[config.mk]
export PLATFORM = sky130hd
export DESIGN_NAME = memory_lcd_line_serializer
export DESIGN_NICKNAME = d
export VERILOG_FILES = /design/src/hw/rtl/mlls_pkg.sv /design/src/hw/rtl/memory_lcd_line_serializer.sv /design/src/hw/rtl/mlls_front.sv /design/src/hw/rtl/mlls_fifo.sv /design/src/hw/rtl/mlls_back.sv
export SDC_FILE = /design/constraint.sdc
export NUM_CORES = 1
export LEC_CHECK = 0
export ABC_AREA = 1
export BUFFER_PORTS_ARGS = -buffer_cell sky130_fd_sc_hd__buf_2
export CAP_MARGIN = 20
export CORE_AREA = 2 2 112 114
export DETAILED_ROUTE_END_ITERATION = 16
export DIE_AREA = 0 0 114 116
export GPL_TIMING_DRIVEN = 1
export HOLD_SLACK_MARGIN = 0.06
export RECOVER_POWER = 25
export SKIP_CTS_REPAIR_TIMING = 1
export SYNTH_ARGS = -nofsm -noshare
export SYNTH_HDL_FRONTEND = slang
export SYNTH_SLANG_ARGS = --single-unit
export TNS_END_PERCENT = 30
[constraint.sdc]
create_clock -name clk_i -period 3.2 [get_ports clk_i]
set_input_delay 0.48 -clock clk_i [delete_from_list [all_inputs] [get_ports clk_i]]
set_output_delay 0.48 -clock clk_i [all_outputs]
set_load 0.02 [all_outputs]
[src/hw/rtl/mlls_pkg.sv]
// Package with item types, opcodes and command constants for the memory-LCD line serializer.
package mlls_pkg;

  typedef enum logic [1:0] {
    OpClear = 2'd0,
    OpBegin = 2'd1,
    OpData  = 2'd2,
    OpEnd   = 2'd3
  } op_e;

  localparam logic [7:0] CmdClear = 8'h20;
  localparam logic [7:0] CmdWrite = 8'h80;
  localparam logic [7:0] ByteZero = 8'h00;

  typedef struct packed {
    logic [1:0] opcode;
    logic [7:0] line_address;
    logic [7:0] data_byte;
  } in_item_t;

  typedef struct packed {
    logic serial_bit;
    logic chip_select;
    logic frame_end;
    logic last;
  } out_item_t;

  // One serializer job: word sent MSB first, short jobs send only the upper byte.
  typedef struct packed {
    logic [15:0] word;
    logic        short_len;
    logic        close;
  } job_t;

endpackage

[src/hw/rtl/memory_lcd_line_serializer.sv]
// Top level of the memory-LCD line serializer.
// Path: an accepted item is written to the job queue, then loaded into the shifter, and only
// then is its first bit valid on the output; the shifter may still be busy with an earlier job.
// Throughput: one output bit per cycle while out_ready_i is high; an item sends 16 bits, 8 for a
// data byte, from the one-bit shifter; items dropped outside a frame send none.
// The front end keeps accepting while the QueueDepth-entry job queue has room.
// Reset clears the frame flag, the queue and the shifter; no frame is open after reset.
module memory_lcd_line_serializer #(
  parameter int unsigned QueueDepth = 2
) (
  input  logic                clk_i,
  input  logic                rst_ni,
  input  logic                in_valid_i,
  output logic                in_ready_o,
  input  mlls_pkg::in_item_t  in_item_i,
  output logic                out_valid_o,
  input  logic                out_ready_i,
  output mlls_pkg::out_item_t out_item_o
);
  import mlls_pkg::*;

  logic push_valid, push_ready, pop_valid, pop_ready;
  job_t push_job, pop_job;

  mlls_front u_front (
    .clk_i,
    .rst_ni,
    .in_valid_i,
    .in_ready_o,
    .in_item_i,
    .push_valid_o (push_valid),
    .push_ready_i (push_ready),
    .push_job_o   (push_job)
  );

  mlls_fifo #(
    .Depth (QueueDepth)
  ) u_fifo (
    .clk_i,
    .rst_ni,
    .push_valid_i (push_valid),
    .push_ready_o (push_ready),
    .push_job_i   (push_job),
    .pop_valid_o  (pop_valid),
    .pop_ready_i  (pop_ready),
    .pop_job_o    (pop_job)
  );

  mlls_back u_back (
    .clk_i,
    .rst_ni,
    .pop_valid_i  (pop_valid),
    .pop_ready_o  (pop_ready),
    .pop_job_i    (pop_job),
    .out_valid_o,
    .out_ready_i,
    .out_item_o
  );

  a_frame_end_on_last: assert property (@(posedge clk_i) disable iff (!rst_ni)
    out_valid_o && out_item_o.frame_end |-> out_item_o.last)
    else $error("frame_end without last");

  a_idle_after_drain: assert property (@(posedge clk_i) disable iff (!rst_ni)
    out_valid_o && out_ready_i && out_item_o.last && !pop_valid |=> !out_valid_o)
    else $error("output valid with no job left");

  a_load_when_idle: assert property (@(posedge clk_i) disable iff (!rst_ni)
    !out_valid_o && pop_valid |=> out_valid_o)
    else $error("queued job not loaded");

endmodule

[src/hw/rtl/mlls_front.sv]
// Front end: accepts items, tracks the open frame and turns items into serializer jobs.
module mlls_front (
  input  logic              clk_i,
  input  logic              rst_ni,
  input  logic              in_valid_i,
  output logic              in_ready_o,
  input  mlls_pkg::in_item_t in_item_i,
  output logic              push_valid_o,
  input  logic              push_ready_i,
  output mlls_pkg::job_t    push_job_o
);
  import mlls_pkg::*;

  logic       frame_open_q, frame_open_d;
  logic       accept;
  logic [7:0] addr_rev;

  assign in_ready_o = push_ready_i;
  assign accept     = in_valid_i && in_ready_o;

  always_comb begin
    for (int i = 0; i < 8; i++) begin
      addr_rev[i] = in_item_i.line_address[7-i];
    end
  end

  always_comb begin
    frame_open_d          = frame_open_q;
    push_valid_o          = 1'b0;
    push_job_o.word       = {ByteZero, ByteZero};
    push_job_o.short_len  = 1'b0;
    push_job_o.close      = 1'b0;
    unique case (op_e'(in_item_i.opcode))
      OpClear: begin
        push_valid_o     = accept;
        push_job_o.word  = {CmdClear, ByteZero};
        push_job_o.close = 1'b1;
        frame_open_d     = 1'b0;
      end
      OpBegin: begin
        push_valid_o    = accept;
        push_job_o.word = {CmdWrite, addr_rev};
        frame_open_d    = 1'b1;
      end
      OpData: begin
        push_valid_o         = accept && frame_open_q;
        push_job_o.word      = {in_item_i.data_byte, ByteZero};
        push_job_o.short_len = 1'b1;
      end
      OpEnd: begin
        push_valid_o     = accept && frame_open_q;
        push_job_o.close = 1'b1;
        frame_open_d     = 1'b0;
      end
      default: begin
        push_valid_o = 1'b0;
      end
    endcase
  end

  always_ff @(posedge clk_i or negedge rst_ni) begin
    if (!rst_ni) begin
      frame_open_q <= 1'b0;
    end else if (accept) begin
      frame_open_q <= frame_open_d;
    end
  end

endmodule

[src/hw/rtl/mlls_fifo.sv]
// Job queue between front end and serializer.
module mlls_fifo #(
  parameter int unsigned Depth = 2
) (
  input  logic           clk_i,
  input  logic           rst_ni,
  input  logic           push_valid_i,
  output logic           push_ready_o,
  input  mlls_pkg::job_t push_job_i,
  output logic           pop_valid_o,
  input  logic           pop_ready_i,
  output mlls_pkg::job_t pop_job_o
);
  import mlls_pkg::*;

  localparam int unsigned PtrW = (Depth > 1) ? $clog2(Depth) : 1;
  localparam int unsigned CntW = $clog2(Depth + 1);

  job_t            mem_q [Depth];
  logic [PtrW-1:0] wr_ptr_q, rd_ptr_q;
  logic [CntW-1:0] cnt_q;
  logic            push, pop;

  assign push_ready_o = (cnt_q != CntW'(Depth));
  assign pop_valid_o  = (cnt_q != '0);
  assign pop_job_o    = mem_q[rd_ptr_q];
  assign push         = push_valid_i && push_ready_o;
  assign pop          = pop_valid_o && pop_ready_i;

  always_ff @(posedge clk_i) begin
    if (push) begin
      mem_q[wr_ptr_q] <= push_job_i;
    end
  end

  always_ff @(posedge clk_i or negedge rst_ni) begin
    if (!rst_ni) begin
      wr_ptr_q <= '0;
      rd_ptr_q <= '0;
      cnt_q    <= '0;
    end else begin
      if (push) begin
        wr_ptr_q <= (wr_ptr_q == PtrW'(Depth - 1)) ? '0 : wr_ptr_q + 1'b1;
      end
      if (pop) begin
        rd_ptr_q <= (rd_ptr_q == PtrW'(Depth - 1)) ? '0 : rd_ptr_q + 1'b1;
      end
      if (push && !pop) begin
        cnt_q <= cnt_q + 1'b1;
      end else if (pop && !push) begin
        cnt_q <= cnt_q - 1'b1;
      end
    end
  end

endmodule

[src/hw/rtl/mlls_back.sv]
// Back end: shifts each job out one bit per item on the output channel.
module mlls_back (
  input  logic               clk_i,
  input  logic               rst_ni,
  input  logic               pop_valid_i,
  output logic               pop_ready_o,
  input  mlls_pkg::job_t     pop_job_i,
  output logic               out_valid_o,
  input  logic               out_ready_i,
  output mlls_pkg::out_item_t out_item_o
);
  import mlls_pkg::*;

  logic        busy_q, busy_d;
  logic [4:0]  cnt_q, cnt_d;
  logic [15:0] word_q, word_d;
  logic        close_q, close_d;
  logic        last_bit;
  logic        load;

  assign last_bit    = (cnt_q == 5'd1);
  assign pop_ready_o = !busy_q || (out_ready_i && last_bit);
  assign load        = pop_valid_i && pop_ready_o;

  assign out_valid_o            = busy_q;
  assign out_item_o.serial_bit  = word_q[15];
  assign out_item_o.chip_select = 1'b1;
  assign out_item_o.last        = last_bit;
  assign out_item_o.frame_end   = last_bit && close_q;

  always_comb begin
    busy_d  = busy_q;
    cnt_d   = cnt_q;
    word_d  = word_q;
    close_d = close_q;
    if (load) begin
      busy_d  = 1'b1;
      cnt_d   = pop_job_i.short_len ? 5'd8 : 5'd16;
      word_d  = pop_job_i.word;
      close_d = pop_job_i.close;
    end else if (busy_q && out_ready_i) begin
      // advance
      busy_d = !last_bit;
      cnt_d  = cnt_q - 5'd1;
      word_d = {word_q[14:0], 1'b0};
    end
  end

  always_ff @(posedge clk_i) begin
    word_q  <= word_d;
    close_q <= close_d;
  end

  always_ff @(posedge clk_i or negedge rst_ni) begin
    if (!rst_ni) begin
      busy_q <= 1'b0;
      cnt_q  <= '0;
    end else begin
      busy_q <= busy_d;
      cnt_q  <= cnt_d;
    end
  end

endmodule
==> impl_metrics.yaml, run 1 <==
status:
  status: "finished, final reports clean"
hold_path:
  hp-class: "in2reg"
synthesis:
  netlist_area_sq_um: 2970
  synthTopCellsByArea: "edfxtp_1 54%, dfrtp_1 9.3%, nor2_1 6.2%"
  syn_area_per_cell_sq_um: 11.2
  synthFlopType: "edfxtp_1"
  synth_cell_types: 31
  yosys_warnings: 0
  syn_nets: 295
  ys_ff_latch: 64
  synth_top_cell_by_area: "edfxtp_1"
  synth_top_area_share: 0.536
  ys_seq_area_frac: 0.629
  synth_edf_count: 53
  synth_cells: 265
  ys_async_sr_fraction: 0.172
floorplan:
  coreArea_sq_um: 11900
  rows: 40
  die_w_microns: 114
  die-area_sq_um: 13200
  ios: 28
  die_h_microns: 116
  initial_core_util: 0.249
worst_setup_path:
  rrSetupSlack_ps: 1010
  required_ps: 3390
  critPathKind: "reg2reg"
  worst_ep_arrival_time_ps: 2380
  endpoint_kind: "flop"
  path_max_fanout: 36
  start_kind: "flop"
sta:
  slew_headroom: 0.553
  finClkSkew_ps: 4.70
  finalCriticalPeriod_ps: 2190
  setup_violations: 0
  fmax_mhz: 457
  hold_viol: 0
  drv_slew: 0
  rsz0062_at_grt: "no"
  post-route-period-util: 0.684
  worst_pin_slew_ps: 670
  fin_tns_setup_ps: 0
detailed_routing:
  drt_wl_total_mm: 5.09
  vias_per_cell: 4.05
  avgRoutedWirePerCell_microns: 11.4
  vias: 1809
  drtIter0Drc: 109
  detail-route-antenna-nets: 0
  drt_pass1_iterations: 4
  route.detailed.drc: 0
final_layout:
  antenna_cells: 0
  layoutNonFillerInstCount: 447
  finalInstanceArea_sq_um: 3510
  fin_nets: 325
  drive_above_1_share: 0.227
  syn_to_final_growth_pct: 18.3
place:
  dpl_cell_area_sq_um: 3210
  hpwl_mm: 3.46
  gp_congestion: 0.772
  dp_cells: 430
  port_buffers: 26
global_route:
  grt_max_degree: 37
  grt_pass1_vias: 1867
  grt_first_pass_wirelength_mm: 8.76
  gr-usage-all-layers: 0.0858
  antenna_found_initial: 0
  grt-ovfl-total: 0
clock_network:
  cts-root-buf: "clkbuf_16"
  clock-sinks: 64
  insertion_delay_ps: 320
  cts_buffers: 9
  clkTransAtPathRegs_ps: 50
  clockBufferDepth: 2
  htreeDepth: 3
  cts_tree: "yes"
flow_run:
  cap_violations: 0
power:
  powerDensity_nw_per_um2: 797
  ir_drop_uv: 290
  p_leak_nw: 1.43
logic make-up (layout without fill, tap and decap cells):
kind of cell,count (synthesis),in the layout,share of synthesized area
buf+inv,38,73,0.0658
compound gates,42,42,0.0983
simple gates,109,109,0.160
other cells,1,1,0.00126
xor+xnor,3,3,0.0114
fa+ha+maj,8,8,0.0337
flops,64,64,0.629
cell type report:
class	count	area (sq um)
Tap cell	147	184
Clock inverter	7	62.6
Timing Repair Buffer	31	168
Inverter	26	97.6
Sequential cell	64	1870
Fill cell	1214	8400
Multi-Input combinational cell	163	905
Clock buffer	9	225
cells in the mapped netlist (2+ instances only):
| library cell | instances |
|---|---|
| o21ai_0 | 10 |
| nand2_1 | 43 |
| edfxtp_1 | 53 |
| nor2_1 | 49 |
| ha_1 | 8 |
| inv_1 | 21 |
| o21a_1 | 15 |
| a21oi_1 | 4 |
| buf_4 | 4 |
| nor2_2 | 2 |
| clkbuf_1 | 3 |
| o21ai_2 | 11 |
| dfrtp_1 | 11 |
| inv_2 | 4 |
| nand2_2 | 3 |
| nand3_1 | 7 |
| buf_2 | 2 |
| nand2_4 | 2 |
critical path: stages (launching register included):
cell and delay, ps:
dfrtp_1 400, inv_1 100, ha_1 170, nand2_2 70
nor2_4 150, nand2_4 90, nand2_8 220, inv_1 120
ha_1 330, a21oi_1 130, o21ai_0 120, xor2_1 150
metal layers:
layer	share of wire	wire length [microns]	GRT usage	vias to the layer above
li1	-	-	-	932
met5	0	0	0	-
met1	0.45	2310	0.103	857
met3	0.022	112	0.0178	2
met2	0.51	2620	0.149	18
met4	0.011	56	0.0390	0
power breakdown:
part	total [mW]	internal (mW)	switching, mW
Clock	0.925	0.593	0.332
Sequential	1.22	1.13	0.0879
Combinational	0.652	0.225	0.427
registers in the layout, indices dropped and copies added (netlist names):
signal	flops
u_fifo.cnt_q	2
u_fifo.wr_ptr_q	1
u_back.word_q	16
u_fifo.rd_ptr_q	1
u_back.out_valid_o	1
u_back.cnt_q	5
u_back.close_q	1
u_fifo.mem_q	36
u_front.frame_open_q	1
cell usage in the layout, fill, tap and decap left out, types with 4 or more instances in the layout:
| cell | count |
|---|---|
| buf_2 | 24 |
| nand2_1 | 43 |
| inv_1 | 21 |
| buf_4 | 4 |
| o21ai_0 | 10 |
| dfrtp_1 | 11 |
| edfxtp_1 | 53 |
| o21a_1 | 15 |
| nor2_1 | 49 |
| inv_2 | 4 |
| nand3_1 | 7 |
| clkbuf_16 | 9 |
| ha_1 | 8 |
| o21ai_2 | 11 |
| a21oi_1 | 4 |
final timing paths:
| kind | from | to | cells past startpoint |
|---|---|---|---|
| min reg2reg | u_front.frame_open_q | u_front.frame_open_q | 2 |
| min | in_item_i[1] | u_fifo.mem_q[1][11] | 3 |
| min in group asynchronous | rst_ni | u_back.out_valid_o | 2 |
| max | u_back.cnt_q[1] | u_fifo.cnt_q[1] | 11 |
| max in group asynchronous | rst_ni | u_back.cnt_q[2] | 2 |
| max reg2reg | u_back.cnt_q[1] | u_fifo.cnt_q[1] | 11 |
per-stage QoR:
step	util	hold slack, ps	setup slack [ps]	total power, mW
after CTS	0.294	44.8	980	2.83
after detailed placement	0.270	378	774	1.90
after global routing	0.295	431	817	2.98
after floorplan	-	184	913	1.74
after global placement	0.270	371	847	1.88
final	0.295	442	1010	2.80
Note: power is estimated with default switching activity, not from simulation.
==> run 2: changes to the inputs <==
==> constraint.sdc (replaced) <==
create_clock -name clk_i -period 2.1 [get_ports clk_i]
set_input_delay 0.315 -clock clk_i [delete_from_list [all_inputs] [get_ports clk_i]]
set_output_delay 0.315 -clock clk_i [all_outputs]
set_load 0.02 [all_outputs]
==> impl_metrics.yaml, run 2 (synthesized netlist as in run 1, its figures left out) <==
sta:
  slew_headroom: 0.538
  hold_viol: 0
  setup_violations: 0
  drv_slew: 0
  post-route-period-util: 0.892
  finClkSkew_ps: 5.27
  worst_pin_slew_ps: 693
  setup_slack_ps: 227
  finalCriticalPeriod_ps: 1870
  fmax_mhz: 534
  rsz0062_at_grt: "no"
hold_path:
  hp-class: "in2reg"
final_layout:
  fin_nets: 326
  top_regs: "u_fifo.mem_q x36, u_back.word_q x16, u_back.cnt_q x5"
  drive_above_1_share: 0.233
  final_common_cell: "edfxtp_1"
  largest_reg_flops: 36
  layoutNonFillerInstCount: 448
  top_register: "u_fifo.mem_q"
  syn_to_final_growth_pct: 20.6
  antenna_cells: 0
  utilization: 0.300
  final_cell_mix: "53 x edfxtp_1, 48 x nor2_1, 43 x nand2_1, 24 x buf_2, 21 x inv_1"
worst_setup_path:
  cp_cell_sequence: "inv_1 -> ha_1 -> nand2_2 -> nor2_4 -> nand2_4 -> nand2_8 -> inv_1 -> ha_1 -> a21oi_1 -> o21ai_0 -> xor2_1"
  cp_num_buf_inv: 2
  path_max_fanout: 3
  cp_top_family: "adder cells"
  endpoint_kind: "flop"
  max_stage_delay_ps: 390
  worst_ep_arrival_time_ps: 2070
  start_kind: "flop"
  cp_slowest_cell: "dfrtp_1"
  critPathKind: "reg2reg"
  required_ps: 2300
detailed_routing:
  drt_wl_total_mm: 5.28
  drt_pass1_iterations: 4
  vias_per_cell: 4.11
  avgRoutedWirePerCell_microns: 11.8
  route.detailed.drc: 0
  vias: 1841
  drtIter0Drc: 123
  detail-route-antenna-nets: 0
power:
  p_leak_nw: 1.46
  ir_drop_uv: 471
  powerDensity_nw_per_um2: 1240
place:
  gp_congestion: 0.757
  dp_cells: 431
  hpwl_mm: 3.46
  port_buffers: 26
  place_ws_ps: 171
clock_network:
  cts_tree: "yes"
  clock-sinks: 64
  htreeDepth: 3
  cts_buffers: 9
  clkTransAtPathRegs_ps: 50
  insertion_delay_ps: 320
  cts-root-buf: "clkbuf_16"
  clockBufferDepth: 2
global_route:
  grt_first_pass_wirelength_mm: 8.78
  grt_max_degree: 36
  gr-usage-all-layers: 0.0874
  grt-ovfl-total: 0
  antenna_found_initial: 0
  grt_pass1_vias: 1834
status:
  status: "finished, final reports clean"
floorplan:
  die-area_sq_um: 13200
  die_h_microns: 116
  initial_core_util: 0.249
  die_w_microns: 114
  ios: 28
  coreArea_sq_um: 11900
  rows: 40
flow_run:
  cap_violations: 0
[run 2: cell count changes in the layout (fill, tap and decap cells not counted), sizes merged]
cell and change:
clkbuf +2, bufinv +1, clkinvlp -2
[run 2: path summary, 6_finish.rpt]
path	cells after the start	startpoint	endpoint	slack, ps
setup / recovery	11	u_back.cnt_q[1]	u_fifo.cnt_q[1]	230
hold / removal	3	in_item_i[2]	u_fifo.mem_q[0][12]	270
setup reg to reg	11	u_back.cnt_q[1]	u_fifo.cnt_q[1]	230
hold reg to reg	2	u_front.frame_open_q	u_front.frame_open_q	500
max in group asynchronous	2	rst_ni	u_front.frame_open_q	1110
min in group asynchronous	2	rst_ni	u_back.cnt_q[4]	550
[run 2: report_power, final]
part	internal, mW	switching, mW	total, mW
clock	1.03	0.505	1.54
combinational	0.371	0.663	1.03
sequential	1.72	0.133	1.85
[run 2: worst register-to-register path, stage by stage, from the launching register on]
cell     delay [ps]
dfrtp_1         390
inv_1            90
ha_1            150
nand2_2          70
nor2_4          150
nand2_4          90
nand2_8          70
inv_1            60
ha_1            320
a21oi_1         110
o21ai_0         110
xor2_1          150
[run 2: routing by layer]
layer,track usage,up-vias,wire [microns]
met5,0,-,0
met4,0.0488,0,119
met3,0.0230,7,182
met2,0.141,29,2500
met1,0.107,863,2480
li1,-,942,-
[run 2: per-stage QoR]
step / TNS, ps / total power, mW / hold slack (ps) / cell area, sq um
floorplan: -101 / 2.65 / 19.4 / 2970
global placement: 0 / 2.90 / 208 / 3260
detailed placement: 0 / 2.93 / 214 / 3260
CTS: 0 / 4.48 / -134 / 3570
global route: 0 / 4.69 / 276 / 3580
finish: 0 / 4.43 / 269 / 3580
[run 2: layout make-up]
class	instances	area (sq um)
fillers	1232	8330
well taps	147	184
repair buffers	32	209
flip-flops and latches	64	1870
inverters	26	97.6
clock inverters	6	83.8
multi-input cells	163	907
clock buffers	10	229
==> run 3: changes to the inputs <==
--- a/config.mk
+++ b/config.mk
@@ -14,6 +14,7 @@
 export GPL_TIMING_DRIVEN = 1
 export HOLD_SLACK_MARGIN = 0.06
 export RECOVER_POWER = 25
+export REMOVE_ABC_BUFFERS = 1
 export SKIP_CTS_REPAIR_TIMING = 1
 export SYNTH_ARGS = -nofsm -noshare
 export SYNTH_HDL_FRONTEND = slang
==> impl_metrics.yaml, run 3 (synthesized netlist as in run 1, its figures left out) <==
sta:
  fmax_mhz: 526
  rsz0062_at_grt: "no"
  fin_tns_setup_ps: 0
  post-route-period-util: 0.906
  setup_violations: 0
  finalCriticalPeriod_ps: 1900
  worst_pin_slew_ps: 661
  hold_viol: 0
  drv_slew: 0
  slew_headroom: 0.559
  finClkSkew_ps: 6.15
detailed_routing:
  drt_pass1_iterations: 4
  wl_met2_mm: 2.74
  vias_per_cell: 4.10
  wl_met3_microns: 210
  avgRoutedWirePerCell_microns: 12.0
  maxUsedRoutingLayer: "met4"
  detail-route-antenna-nets: 0
  wl_met1_mm: 2.33
  vias: 1844
  route.detailed.drc: 0
  drtIter0Drc: 76
  drt_wl_total_mm: 5.39
worst_setup_path:
  cp_cell_sequence: "inv_1 -> ha_1 -> nand2_2 -> nor2_4 -> nand2_4 -> nand2_8 -> buf_12 -> buf_4 -> o21ai_0 -> o21a_1"
  regToRegStartpoint: "u_back.cnt_q[1]"
  critPathKind: "reg2reg"
  rrSetupSlack_ps: 200
  required_ps: 2190
  endpoint: "u_back.word_q[15]"
  cp_slowest_cell: "dfrtp_1"
  reg2reg_depth: 10
  worst_ep_arrival_time_ps: 1990
  critical_path_depth: 10
  crit_path_start: "u_back.cnt_q[1]"
  cp_top_family: "buffers and inverters"
  endpoint_kind: "flop"
  max_stage_delay_ps: 380
  path_max_fanout: 20
  start_kind: "flop"
  r2r_end: "u_back.word_q[15]"
  cp_num_buf_inv: 3
final_layout:
  fin_nets: 328
  top_register: "u_fifo.mem_q"
  drive_above_1_share: 0.231
  finalInstanceArea_sq_um: 3560
  antenna_cells: 0
  final_common_cell: "edfxtp_1"
  largest_reg_flops: 36
  final_cell_mix: "53 x edfxtp_1, 49 x nor2_1, 43 x nand2_1, 24 x buf_2, 21 x inv_1"
  syn_to_final_growth_pct: 20.2
  top_regs: "u_fifo.mem_q x36, u_back.word_q x16, u_back.cnt_q x5"
floorplan:
  die-area_sq_um: 13200
  coreArea_sq_um: 11900
  die_w_microns: 114
  rows: 40
  die_h_microns: 116
  ios: 28
  initial_core_util: 0.249
power:
  clock_power_share: 0.329
  netSwitchingFraction: 0.303
  total_power_mw: 4.30
  netSwitchingPower_mw: 1.31
  p_seq_frac: 0.431
  internal_power_mw: 3.00
  ir_drop_uv: 389
  p_leak_nw: 1.45
  powerDensity_nw_per_um2: 1210
  comb_power_share: 0.240
global_route:
  antenna_found_initial: 0
  grt-ovfl-total: 0
  grt_max_degree: 26
  grt_first_pass_wirelength_mm: 8.96
  grt_pass1_vias: 1918
  gr-usage-all-layers: 0.0902
clock_network:
  cts_buffers: 9
  cts-root-buf: "clkbuf_16"
  clkTransAtPathRegs_ps: 50
  clockBufferDepth: 2
  insertion_delay_ps: 330
  htreeDepth: 3
  clock-sinks: 64
  cts_tree: "yes"
flow_run:
  cap_violations: 0
place:
  dpl_cell_area_sq_um: 3250
  hpwl_mm: 3.65
  port_buffers: 26
  gp_congestion: 0.739
status:
  status: "finished, final reports clean"
hold_path:
  hp-class: "in2reg"
[run 3: changes by cell type in the layout (fill, tap and decap cells not counted)]
cell	delta
clkinvlp_4	+2
clkinv_2	-1
nor2_2	-1
buf_4	+2
clkinv_4	-1
clkinv_1	+2
clkbuf_1	-1
bufinv_16	-1
nor2_1	+1
[run 3: how the worst min path moves through the flow]
stage	depth (start not counted)	slack, ps	startpoint	endpoint
after floorplan	0	20	rst_ni	u_back.cnt_q[0]
after global placement	1	210	rst_ni	u_front.frame_open_q
after detailed placement	1	210	rst_ni	u_front.frame_open_q
after CTS	1	-150	rst_ni	u_back.out_valid_o
after global routing	3	280	in_item_i[2]	u_fifo.mem_q[1][12]
final	3	260	in_item_i[0]	u_fifo.mem_q[1][10]
[run 3: final cells by class]
cell class,instances,area [sq um]
fill,1219,8350
multi-input combinational,163,905
sequential,64,1870
clock inverter,7,62.6
clock buffer,9,225
tap,147,184
timing repair buffer,34,224
inverter,26,97.6
[run 3: worst reg2reg max path: cells and delay by family (launching register included)]
family | cells | cell delay [ps]
fa+ha+maj | 1 | 150
compound gates | 2 | 290
flops | 1 | 380
buf+inv | 3 | 460
simple gates | 4 | 380
[run 3: stage by stage]
step / hold slack, ps / std cells / setup WS [ps] / utilization
floorplan: 19.4 / 253 / 18.1 / -
global placement: 206 / 431 / 175 / 0.272
detailed placement: 209 / 431 / 150 / 0.272
CTS: -145 / 447 / 121 / 0.297
global route: 277 / 450 / 34.9 / 0.299
finish: 264 / 450 / 197 / 0.299
[run 3: routing by layer]
layer,vias to the layer above,track usage
met3,9,0.0314
met4,0,0.0472
met2,31,0.156
met5,-,0
li1,938,-
met1,866,0.0977
[run 3: power by group through the flow]
stage               clock [mW]  combinational [mW]  sequential [mW]
finish                    1.42                1.03             1.85
global route              1.52                1.19             1.88
CTS                       1.45                1.04             1.85
detailed placement           0                1.04             1.87
global placement             0                1.02             1.87
floorplan                    0               0.698             1.89
